--- src/rtl/core/lpd_pkg.sv ---
// ----------------------------------------------------------------------------
// lpd_pkg
// Shared types and constants for the length-prefix deframer with ascii
// fallback: header phases, route codes and the queue entry format.
// ----------------------------------------------------------------------------
package lpd_pkg;

  localparam int unsigned BYTE_W   = 8;
  localparam int unsigned LEN_W    = 16;

  // Reset value of the largest accepted inner length
  localparam logic [LEN_W-1:0] MAX_INNER_RESET = 16'd768;

  // Route tags on the result stream
  localparam logic ROUTE_BINARY = 1'b0;
  localparam logic ROUTE_ASCII  = 1'b1;

  // Front-end parse phase
  typedef enum logic [1:0] {
    PH_HEADER = 2'd0,
    PH_BINARY = 2'd1,
    PH_ASCII  = 2'd2
  } lpd_phase_t;

  // One queue entry: either a single byte (in byte2) or a burst of three
  typedef struct packed {
    logic [BYTE_W-1:0] byte0;
    logic [BYTE_W-1:0] byte1;
    logic [BYTE_W-1:0] byte2;
    logic              triple;
    logic              route;
    logic              last;
  } lpd_entry_t;

endpackage

--- src/rtl/core/lpd_front.sv ---
// ----------------------------------------------------------------------------
// lpd_front
// Accepts received bytes, collects the two-byte length header, classifies
// the frame as binary or ascii and pushes byte groups into the queue.
// ----------------------------------------------------------------------------
module lpd_front
  import lpd_pkg::*;
(
  input  logic              clk,
  input  logic              rst_n,
  // received byte stream
  input  logic              in_tvalid,
  output logic              in_tready,
  input  logic [7:0]        in_tdata,   // [7:0] rx_byte
  input  logic              in_tlast,   // packet_end
  // configuration write
  input  logic              cfg_valid,
  output logic              cfg_ready,
  input  logic [15:0]       cfg_data,   // [15:0] max_inner_len
  // queue push side
  output logic              push,
  output lpd_entry_t        push_entry,
  input  logic              full
);

  lpd_phase_t        phase_r, phase_nxt;
  logic [BYTE_W-1:0] held0_r, held0_nxt;
  logic [BYTE_W-1:0] held1_r, held1_nxt;
  logic [1:0]        held_cnt_r, held_cnt_nxt;
  logic [LEN_W-1:0]  remain_r, remain_nxt;
  logic [LEN_W-1:0]  max_len_r;

  logic              accept;
  logic [LEN_W-1:0]  hdr_len;
  logic              hdr_ascii;
  logic [LEN_W-1:0]  remain_dec;

  assign in_tready  = ~full;
  assign cfg_ready  = 1'b1;
  assign accept     = in_tvalid & in_tready;
  assign hdr_len    = {held1_r, held0_r};
  assign hdr_ascii  = (hdr_len == '0) || (hdr_len > max_len_r);
  assign remain_dec = (remain_r != '0) ? remain_r - 16'd1 : remain_r;

  // Hold the length limit
  always_ff @(posedge clk) begin
    if (!rst_n) begin
      max_len_r <= MAX_INNER_RESET;
    end else if (cfg_valid && cfg_ready) begin
      max_len_r <= cfg_data;
    end
  end

  // Next parse state
  always_comb begin
    phase_nxt    = phase_r;
    held0_nxt    = held0_r;
    held1_nxt    = held1_r;
    held_cnt_nxt = held_cnt_r;
    remain_nxt   = remain_r;
    if (accept) begin
      unique case (phase_r)
        PH_BINARY: begin
          remain_nxt = remain_dec;
          if (remain_dec == '0) begin
            phase_nxt = PH_HEADER;
          end
        end
        PH_ASCII: begin
          if (in_tlast) begin
            phase_nxt = PH_HEADER;
          end
        end
        default: begin
          phase_nxt = PH_HEADER;
          if (held_cnt_r < 2'd2) begin
            if (held_cnt_r[0]) begin
              held1_nxt = in_tdata;
            end else begin
              held0_nxt = in_tdata;
            end
            held_cnt_nxt = held_cnt_r + 2'd1;
          end else begin
            held_cnt_nxt = 2'd0;
            if (hdr_ascii) begin
              phase_nxt = in_tlast ? PH_HEADER : PH_ASCII;
            end else begin
              remain_nxt = hdr_len - 16'd1;
              phase_nxt  = (hdr_len == 16'd1) ? PH_HEADER : PH_BINARY;
            end
          end
        end
      endcase
    end
  end

  // Queue push for the accepted byte
  always_comb begin
    push              = 1'b0;
    push_entry.byte0  = held0_r;
    push_entry.byte1  = held1_r;
    push_entry.byte2  = in_tdata;
    push_entry.triple = 1'b0;
    push_entry.route  = ROUTE_BINARY;
    push_entry.last   = 1'b0;
    unique case (phase_r)
      PH_BINARY: begin
        push            = accept;
        push_entry.last = (remain_dec == '0);
      end
      PH_ASCII: begin
        push             = accept;
        push_entry.route = ROUTE_ASCII;
        push_entry.last  = in_tlast;
      end
      default: begin
        push              = accept && (held_cnt_r >= 2'd2);
        push_entry.triple = 1'b1;
        if (hdr_ascii) begin
          push_entry.route = ROUTE_ASCII;
          push_entry.last  = in_tlast;
        end else begin
          push_entry.last  = (hdr_len == 16'd1);
        end
      end
    endcase
  end

  // Parse state registers
  always_ff @(posedge clk) begin
    if (!rst_n) begin
      phase_r    <= PH_HEADER;
      held_cnt_r <= 2'd0;
      remain_r   <= '0;
      held0_r    <= '0;
      held1_r    <= '0;
    end else begin
      phase_r    <= phase_nxt;
      held_cnt_r <= held_cnt_nxt;
      remain_r   <= remain_nxt;
      held0_r    <= held0_nxt;
      held1_r    <= held1_nxt;
    end
  end

endmodule

--- src/rtl/core/lpd_queue.sv ---
// ----------------------------------------------------------------------------
// lpd_queue
// Small FIFO of byte groups between the parsing front end and the
// serializing back end.
// ----------------------------------------------------------------------------
module lpd_queue
  import lpd_pkg::*;
#(
  parameter int unsigned DEPTH = 4
)
(
  input  logic       clk,
  input  logic       rst_n,
  input  logic       push,
  input  lpd_entry_t push_entry,
  output logic       full,
  input  logic       pop,
  output lpd_entry_t head,
  output logic       empty
);

  localparam int unsigned PTR_W = (DEPTH > 1) ? $clog2(DEPTH) : 1;
  localparam int unsigned CNT_W = $clog2(DEPTH + 1);

  lpd_entry_t       mem_r [DEPTH];
  logic [PTR_W-1:0] wr_ptr_r, rd_ptr_r;
  logic [CNT_W-1:0] count_r;
  logic             do_push, do_pop;

  assign full    = (count_r == CNT_W'(DEPTH));
  assign empty   = (count_r == '0);
  assign do_push = push & ~full;
  assign do_pop  = pop & ~empty;
  assign head    = mem_r[rd_ptr_r];

  // Store pushed entries
  always_ff @(posedge clk) begin
    if (do_push) begin
      mem_r[wr_ptr_r] <= push_entry;
    end
  end

  // Advance pointers and occupancy
  always_ff @(posedge clk) begin
    if (!rst_n) begin
      wr_ptr_r <= '0;
      rd_ptr_r <= '0;
      count_r  <= '0;
    end else begin
      if (do_push) begin
        wr_ptr_r <= (wr_ptr_r == PTR_W'(DEPTH - 1)) ? '0 : wr_ptr_r + 1'b1;
      end
      if (do_pop) begin
        rd_ptr_r <= (rd_ptr_r == PTR_W'(DEPTH - 1)) ? '0 : rd_ptr_r + 1'b1;
      end
      if (do_push && !do_pop) begin
        count_r <= count_r + 1'b1;
      end else if (do_pop && !do_push) begin
        count_r <= count_r - 1'b1;
      end
    end
  end

endmodule

--- src/rtl/core/lpd_back.sv ---
// ----------------------------------------------------------------------------
// lpd_back
// Takes byte groups from the queue and sends them one byte per cycle, while
// out_tready is high, through a registered output stage.
// ----------------------------------------------------------------------------
module lpd_back
  import lpd_pkg::*;
(
  input  logic       clk,
  input  logic       rst_n,
  // queue pop side
  input  lpd_entry_t head,
  input  logic       empty,
  output logic       pop,
  // result stream
  output logic       out_tvalid,
  input  logic       out_tready,
  output logic [7:0] out_tdata,   // [7:0] out_byte
  output logic       out_tuser,   // route
  output logic       out_tlast    // unit_last
);

  logic [1:0]        idx_r;
  logic              out_valid_r;
  logic [BYTE_W-1:0] out_byte_r;
  logic              out_route_r;
  logic              out_last_r;

  logic              load;
  logic              final_byte;
  logic [BYTE_W-1:0] cur_byte;

  assign load       = (~out_valid_r | out_tready) & ~empty;
  assign final_byte = ~head.triple | (idx_r == 2'd2);
  assign pop        = load & final_byte;

  // Select the byte of the head group
  always_comb begin
    case (idx_r)
      2'd0:    cur_byte = head.triple ? head.byte0 : head.byte2;
      2'd1:    cur_byte = head.byte1;
      default: cur_byte = head.byte2;
    endcase
  end

  // Advance within the group
  always_ff @(posedge clk) begin
    if (!rst_n) begin
      idx_r <= 2'd0;
    end else if (load) begin
      idx_r <= final_byte ? 2'd0 : idx_r + 2'd1;
    end
  end

  // Output register
  always_ff @(posedge clk) begin
    if (!rst_n) begin
      out_valid_r <= 1'b0;
    end else if (load) begin
      out_valid_r <= 1'b1;
    end else if (out_tready) begin
      out_valid_r <= 1'b0;
    end
  end

  always_ff @(posedge clk) begin
    if (load) begin
      out_byte_r  <= cur_byte;
      out_route_r <= head.route;
      out_last_r  <= head.last & final_byte;
    end
  end

  assign out_tvalid = out_valid_r;
  assign out_tdata  = out_byte_r;
  assign out_tuser  = out_route_r;
  assign out_tlast  = out_last_r;

endmodule

--- src/rtl/core/length_prefix_deframer_ascii_fallback.sv ---
// ----------------------------------------------------------------------------
// length_prefix_deframer_ascii_fallback
// Deframes a received byte stream into little-endian length-prefixed
// binary frames, falling back to ascii runs up to the packet end.
// ----------------------------------------------------------------------------
//  Channel | Direction | tdata         | tuser | tlast
//  in_     | input     | rx_byte [7:0] | -     | packet_end
//  out_    | output    | out_byte[7:0] | route | unit_last
//  cfg_    | input     | max_inner_len | -     | -
//
//  One byte per cycle in and out sustained while the queue is not full and
//  out_tready is high. Header bytes produce nothing; the first byte after a
//  header produces three results (both header bytes and itself), sent one
//  at a time by the back end from the queue. A three-byte group at the head
//  of a full queue holds the input until its last byte is loaded into the
//  output register. Synchronous active-low reset clears all control state and
//  restores max_inner_len to 768. in_tready drops only when the queue is full.
// ----------------------------------------------------------------------------
module length_prefix_deframer_ascii_fallback
  import lpd_pkg::*;
#(
  parameter int unsigned QUEUE_DEPTH = 4
)
(
  input  logic        clk,
  input  logic        rst_n,
  input  logic        in_tvalid,
  output logic        in_tready,
  input  logic [7:0]  in_tdata,    // [7:0] rx_byte
  input  logic        in_tlast,    // packet_end
  output logic        out_tvalid,
  input  logic        out_tready,
  output logic [7:0]  out_tdata,   // [7:0] out_byte
  output logic        out_tuser,   // route
  output logic        out_tlast,   // unit_last
  input  logic        cfg_valid,
  output logic        cfg_ready,
  input  logic [15:0] cfg_data     // [15:0] max_inner_len
);

  logic       push, pop, full, empty;
  lpd_entry_t push_entry, head;

  lpd_front u_front (
    .clk        (clk),
    .rst_n      (rst_n),
    .in_tvalid  (in_tvalid),
    .in_tready  (in_tready),
    .in_tdata   (in_tdata),
    .in_tlast   (in_tlast),
    .cfg_valid  (cfg_valid),
    .cfg_ready  (cfg_ready),
    .cfg_data   (cfg_data),
    .push       (push),
    .push_entry (push_entry),
    .full       (full)
  );

  lpd_queue #(
    .DEPTH (QUEUE_DEPTH)
  ) u_queue (
    .clk        (clk),
    .rst_n      (rst_n),
    .push       (push),
    .push_entry (push_entry),
    .full       (full),
    .pop        (pop),
    .head       (head),
    .empty      (empty)
  );

  lpd_back u_back (
    .clk        (clk),
    .rst_n      (rst_n),
    .head       (head),
    .empty      (empty),
    .pop        (pop),
    .out_tvalid (out_tvalid),
    .out_tready (out_tready),
    .out_tdata  (out_tdata),
    .out_tuser  (out_tuser),
    .out_tlast  (out_tlast)
  );

endmodule
--- config.mk ---
export PLATFORM = sky130hd
export DESIGN_NAME = length_prefix_deframer_ascii_fallback
export DESIGN_NICKNAME = d
export VERILOG_FILES = /design/src/rtl/core/lpd_pkg.sv /design/src/rtl/core/lpd_front.sv /design/src/rtl/core/lpd_queue.sv /design/src/rtl/core/lpd_back.sv /design/src/rtl/core/length_prefix_deframer_ascii_fallback.sv
export SDC_FILE = /design/constraint.sdc
export NUM_CORES = 1
export LEC_CHECK = 0
export BUFFER_PORTS_ARGS = -buffer_cell sky130_fd_sc_hd__buf_2
export CAP_MARGIN = 15
export CORE_MARGIN = 4
export CORE_UTILIZATION = 37
export DETAILED_ROUTE_END_ITERATION = 6
export SLEW_MARGIN = 20
export SYNTH_ARGS = -nofsm -noshare
export SYNTH_HDL_FRONTEND = slang
export SYNTH_SLANG_ARGS = --single-unit
--- constraint.sdc ---
create_clock -name clk -period 3.1 [get_ports clk]
set_clock_uncertainty 0.15 [all_clocks]
set_input_delay 0.465 -clock clk [delete_from_list [all_inputs] [get_ports clk]]
set_output_delay 0.465 -clock clk [all_outputs]
set_load 0.05 [all_outputs]
==> flow_summary.rst <==
.. list-table::
   :header-rows: 1

   * - Metric
     - Value
   * - Outcome
     - finished, final reports clean
   * - # setup viols final
     - 0
   * - Cell count after placement
     - 967
   * - Synthesized cell area
     - 0.00828 mm^2
   * - Reg-to-reg critical path endpoint
     - u_queue.mem_r[1][0]
   * - Postcts setup bufs
     - 0
   * - Area grow syn2layout
     - 15.2%
   * - Via Count
     - 5401
   * - Register bit total from synthesis
     - 182
   * - RSZ-0062 raised after global routing
     - no
   * - Syn_nets
     - 707
   * - Yosys Warn Count
     - 0
   * - Initial DRT Pass Iterations
     - 5
   * - Detail-routed via count per cell
     - 5.41
   * - Site row count
     - 54
   * - Share of cells above drive strength 1
     - 20.6%
   * - CTS Sinks
     - 182
   * - Capturing element type of the critical path
     - flip-flop
   * - Worst Path Class, Setup
     - flip-flop to flip-flop
   * - Total leakage power
     - 3.61 nW
   * - WL final
     - 18.5 mm
   * - Fraction of registers with async set/reset
     - 0%
   * - Hpwl dp
     - 12.8 mm
   * - Max Fclk
     - 0.343 GHz
   * - Antenna diode count
     - 0
   * - Post-cts hold buffer count
     - 0
   * - Number of gates given a new drive strength after cts
     - 0
   * - Crit path launch type
     - flip-flop
   * - Post-Place Worst Slack
     - 0.225 ns
   * - Final core occ
     - 43.6%
   * - Worst-path clk slew
     - 0.08 ns
   * - Ports placed on the boundary
     - 43
   * - Power density over cell area
     - 655 mW/mm^2
   * - Port Buffers
     - 41
   * - Final weighted congestion of routability-driven global placement
     - 0.833
   * - Least-Margin Pin Slew
     - 0.655 ns
   * - Maximum number of pins on one net before global-route repair
     - 41
   * - Cell area reported after detailed placement
     - 0.00892 mm^2
   * - Required arrival time at the worst endpoint
     - 3.08 ns
   * - Total routing resource utilization after global routing
     - 15.2%
   * - Initial DRC count
     - 377
   * - Later-pin clock latency in the skew report
     - 0.43 ns
   * - TritonCTS clock tree
     - yes
   * - Start point of the worst hold path
     - cfg_data[8]
   * - Commonest register cell after synthesis
     - sky130_fd_sc_hd__edfxtp_1
   * - Logic depth of the worst register-to-register path
     - 9
   * - CTS HTree Levels
     - 4
   * - Highest net fanout along the worst path
     - 8
   * - Worst hold endpoint
     - u_front.max_len_r[8]
   * - Routed len/inst
     - 18.6 um
   * - Overall power of the completed layout
     - 6.25 mW
   * - Bufs on Longest Clock Path
     - 2
   * - Count of flip-flops with a built-in enable after synthesis
     - 118
   * - Synthesized area divided by synthesized cell count
     - 12.8 um^2
   * - Worst reg-to-reg setup slack
     - 0.18 ns
   * - Tcrit/Tclk final
     - 94.1%
   * - Max cap viols
     - 0
   * - Via count of the first global-routing pass
     - 5407
   * - Worst slew margin
     - 56.1%
   * - Wire length of the first global-routing pass
     - 29.4 mm
   * - Share of the yosys chip area belonging to registers
     - 58.2%
   * - Class of the tightest hold or removal check
     - primary input to flip-flop
   * - Non-Filler Cell Area, Final
     - 0.00954 mm^2
   * - Hold depth
     - 3
   * - Startpoint of the most critical register-to-register path
     - u_front.remain_r[0]
   * - Placeable core region
     - 0.0219 mm^2
   * - Worst path setup slack after routing
     - 0.182 ns
   * - Crit path DAT
     - 2.90 ns
   * - Final Slew Violations
     - 0
   * - Fin nets
     - 767
   * - Antenna violations before repair
     - 0
   * - Cts bufs inserted
     - 17
   * - Height of the die
     - 158 um
   * - Number of nets with antenna violations after routing
     - 0
   * - Master cell of the clock root buffer
     - sky130_fd_sc_hd__clkbuf_16
   * - Cell Count, Final, Fillers Out
     - 999
   * - Die ar.
     - 0.0248 mm^2
   * - DRC violations left
     - 0
   * - TNS Setup
     - 0 ns
   * - Post-layout minimum cycle time
     - 2.92 ns
   * - Worst vdd rail ir drop
     - 420 uV
   * - Horizontal extent of the die
     - 158 um
   * - Library cells used by synthesis
     - 61
   * - Post-Synthesis Cells
     - 646
   * - WHS
     - 0.113 ns
   * - Starting density of the core
     - 37.8%
   * - Number of hold violations in the final report
     - 0
   * - Total global routing overflow
     - 0
-- routing by layer --
layer	vias to the layer above	track usage, %	routed length [um]
li1	2558	-	-
met1	2690	20.5	8530
met2	134	24.9	8990
met3	19	3.25	734
met4	0	4.51	291
met5	-	0	0
-- critical path, cell delays in order, from the launching register on --
cell and delay (ns):
sky130_fd_sc_hd__dfxtp_1 0.35, sky130_fd_sc_hd__inv_1 0.09, sky130_fd_sc_hd__ha_1 0.21, sky130_fd_sc_hd__or3b_2 0.57, sky130_fd_sc_hd__nor4_4 0.37, sky130_fd_sc_hd__or4_4 0.23
sky130_fd_sc_hd__nand2_1 0.06, sky130_fd_sc_hd__and4_1 0.18, sky130_fd_sc_hd__a221oi_1 0.27, sky130_fd_sc_hd__a21oi_1 0.13
-- cells by family (layout without fill, tap and decap cells) --
family                   count (synthesis)  after routing  share of synthesized area [%]
adder cells (fa/ha/maj)                 31             31                           4.77
flip-flops                             182            182                           58.2
buffers and inverters                   65            138                           3.35
other                                    1              1                         0.0453
multiplexers                            73             73                           12.9
XOR/XNOR                                14             14                           1.48
AND/OR/NAND/NOR                        171            171                           10.6
AO/OA/AOI/OAI                          109            109                           8.60
-- flip-flops by register name, summed over array words and instances (netlist names), named ones only --
| register | cells |
|---|---|
| u_queue.count_r | 3 |
| u_front.held1_r | 8 |
| u_front.held0_r | 8 |
| u_back.idx_r | 2 |
| u_front.remain_r | 16 |
| u_back.out_tuser | 1 |
| u_queue.wr_ptr_r | 2 |
| u_front.phase_r | 2 |
| u_back.out_tdata | 8 |
| u_queue.rd_ptr_r | 2 |
| u_queue.mem_r | 108 |
| u_back.out_tlast | 1 |
| u_back.out_tvalid | 1 |
| u_front.max_len_r | 16 |
| u_front.held_cnt_r | 2 |
-- power by group --
part / switching, mW / internal, mW / total [mW]
Clock: 1.05 / 1.17 / 2.22
Sequential: 0.0734 / 2.73 / 2.80
Combinational: 0.778 / 0.448 / 1.23
-- how the worst max path moves through the flow --
stage / end / cells past startpoint / start / slack (ns)
3_3_place_gp: u_queue.mem_r[0][0] / 9 / u_front.remain_r[0] / 0.33
6_report: u_queue.mem_r[1][0] / 9 / u_front.remain_r[0] / 0.18
3_5_place_dp: u_queue.mem_r[3][0] / 9 / u_front.remain_r[0] / 0.22
2_1_floorplan: u_queue.count_r[2] / 11 / flip-flop / 0.23
5_1_grt: u_queue.mem_r[1][0] / 9 / u_front.remain_r[0] / 0.01
4_1_cts: u_queue.mem_r[3][0] / 9 / u_front.remain_r[0] / 0.21
-- Yosys cell counts, types with 5 or more instances --
master | n | area (um^2)
sky130_fd_sc_hd__edfxtp_1 | 118 | 3540
sky130_fd_sc_hd__nor2_1 | 65 | 244
sky130_fd_sc_hd__dfxtp_1 | 64 | 1280
sky130_fd_sc_hd__mux2i_1 | 46 | 460
sky130_fd_sc_hd__a21oi_1 | 38 | 190
sky130_fd_sc_hd__inv_1 | 34 | 128
sky130_fd_sc_hd__nand2_1 | 32 | 120
sky130_fd_sc_hd__ha_1 | 30 | 375
sky130_fd_sc_hd__mux4_2 | 27 | 608
sky130_fd_sc_hd__o21ai_0 | 18 | 90.1
sky130_fd_sc_hd__clkbuf_1 | 17 | 63.8
sky130_fd_sc_hd__nor3_1 | 11 | 55.1
sky130_fd_sc_hd__nor4_1 | 10 | 62.6
sky130_fd_sc_hd__xor2_1 | 9 | 78.8
sky130_fd_sc_hd__a22oi_1 | 8 | 60.1
sky130_fd_sc_hd__a31oi_1 | 7 | 43.8
sky130_fd_sc_hd__and2_1 | 7 | 43.8
sky130_fd_sc_hd__o32ai_1 | 7 | 61.3
sky130_fd_sc_hd__buf_2 | 6 | 30.0
sky130_fd_sc_hd__nand3_1 | 6 | 30.0
sky130_fd_sc_hd__or3_1 | 6 | 37.5
sky130_fd_sc_hd__and4_1 | 5 | 43.8
sky130_fd_sc_hd__o211ai_1 | 5 | 37.5
sky130_fd_sc_hd__or4_1 | 5 | 37.5
sky130_fd_sc_hd__xnor2_1 | 5 | 43.8
-- layout make-up --
| type | instances | area (um^2) |
|---|---|---|
| Fill cell | 1987 | 12300 |
| Clock buffer | 17 | 425 |
| Tap cell | 280 | 350 |
| Multi-Input combinational cell | 399 | 3180 |
| Clock inverter | 15 | 200 |
| Sequential cell | 182 | 4830 |
| Inverter | 35 | 131 |
| Timing Repair Buffer | 71 | 430 |
-- cell usage in the layout (no fill, tap or decap), drive strengths merged, types with 6 or more instances in the layout --
| cell type | n |
|---|---|
| a21oi | 38 |
| ha | 30 |
| or3 | 8 |
| nand3 | 6 |
| nor3 | 12 |
| inv | 41 |
| nor4 | 11 |
| edfxtp | 118 |
| nor2 | 67 |
| a22oi | 8 |
| clkbuf | 17 |
| mux4 | 27 |
| a31oi | 7 |
| buf | 71 |
| o32ai | 7 |
| clkinv | 8 |
| mux2i | 46 |
| or4 | 6 |
| xor2 | 9 |
| nand2 | 32 |
| dfxtp | 64 |
| o21ai | 18 |
| and2 | 7 |
Power figures use the tool's default switching activity.
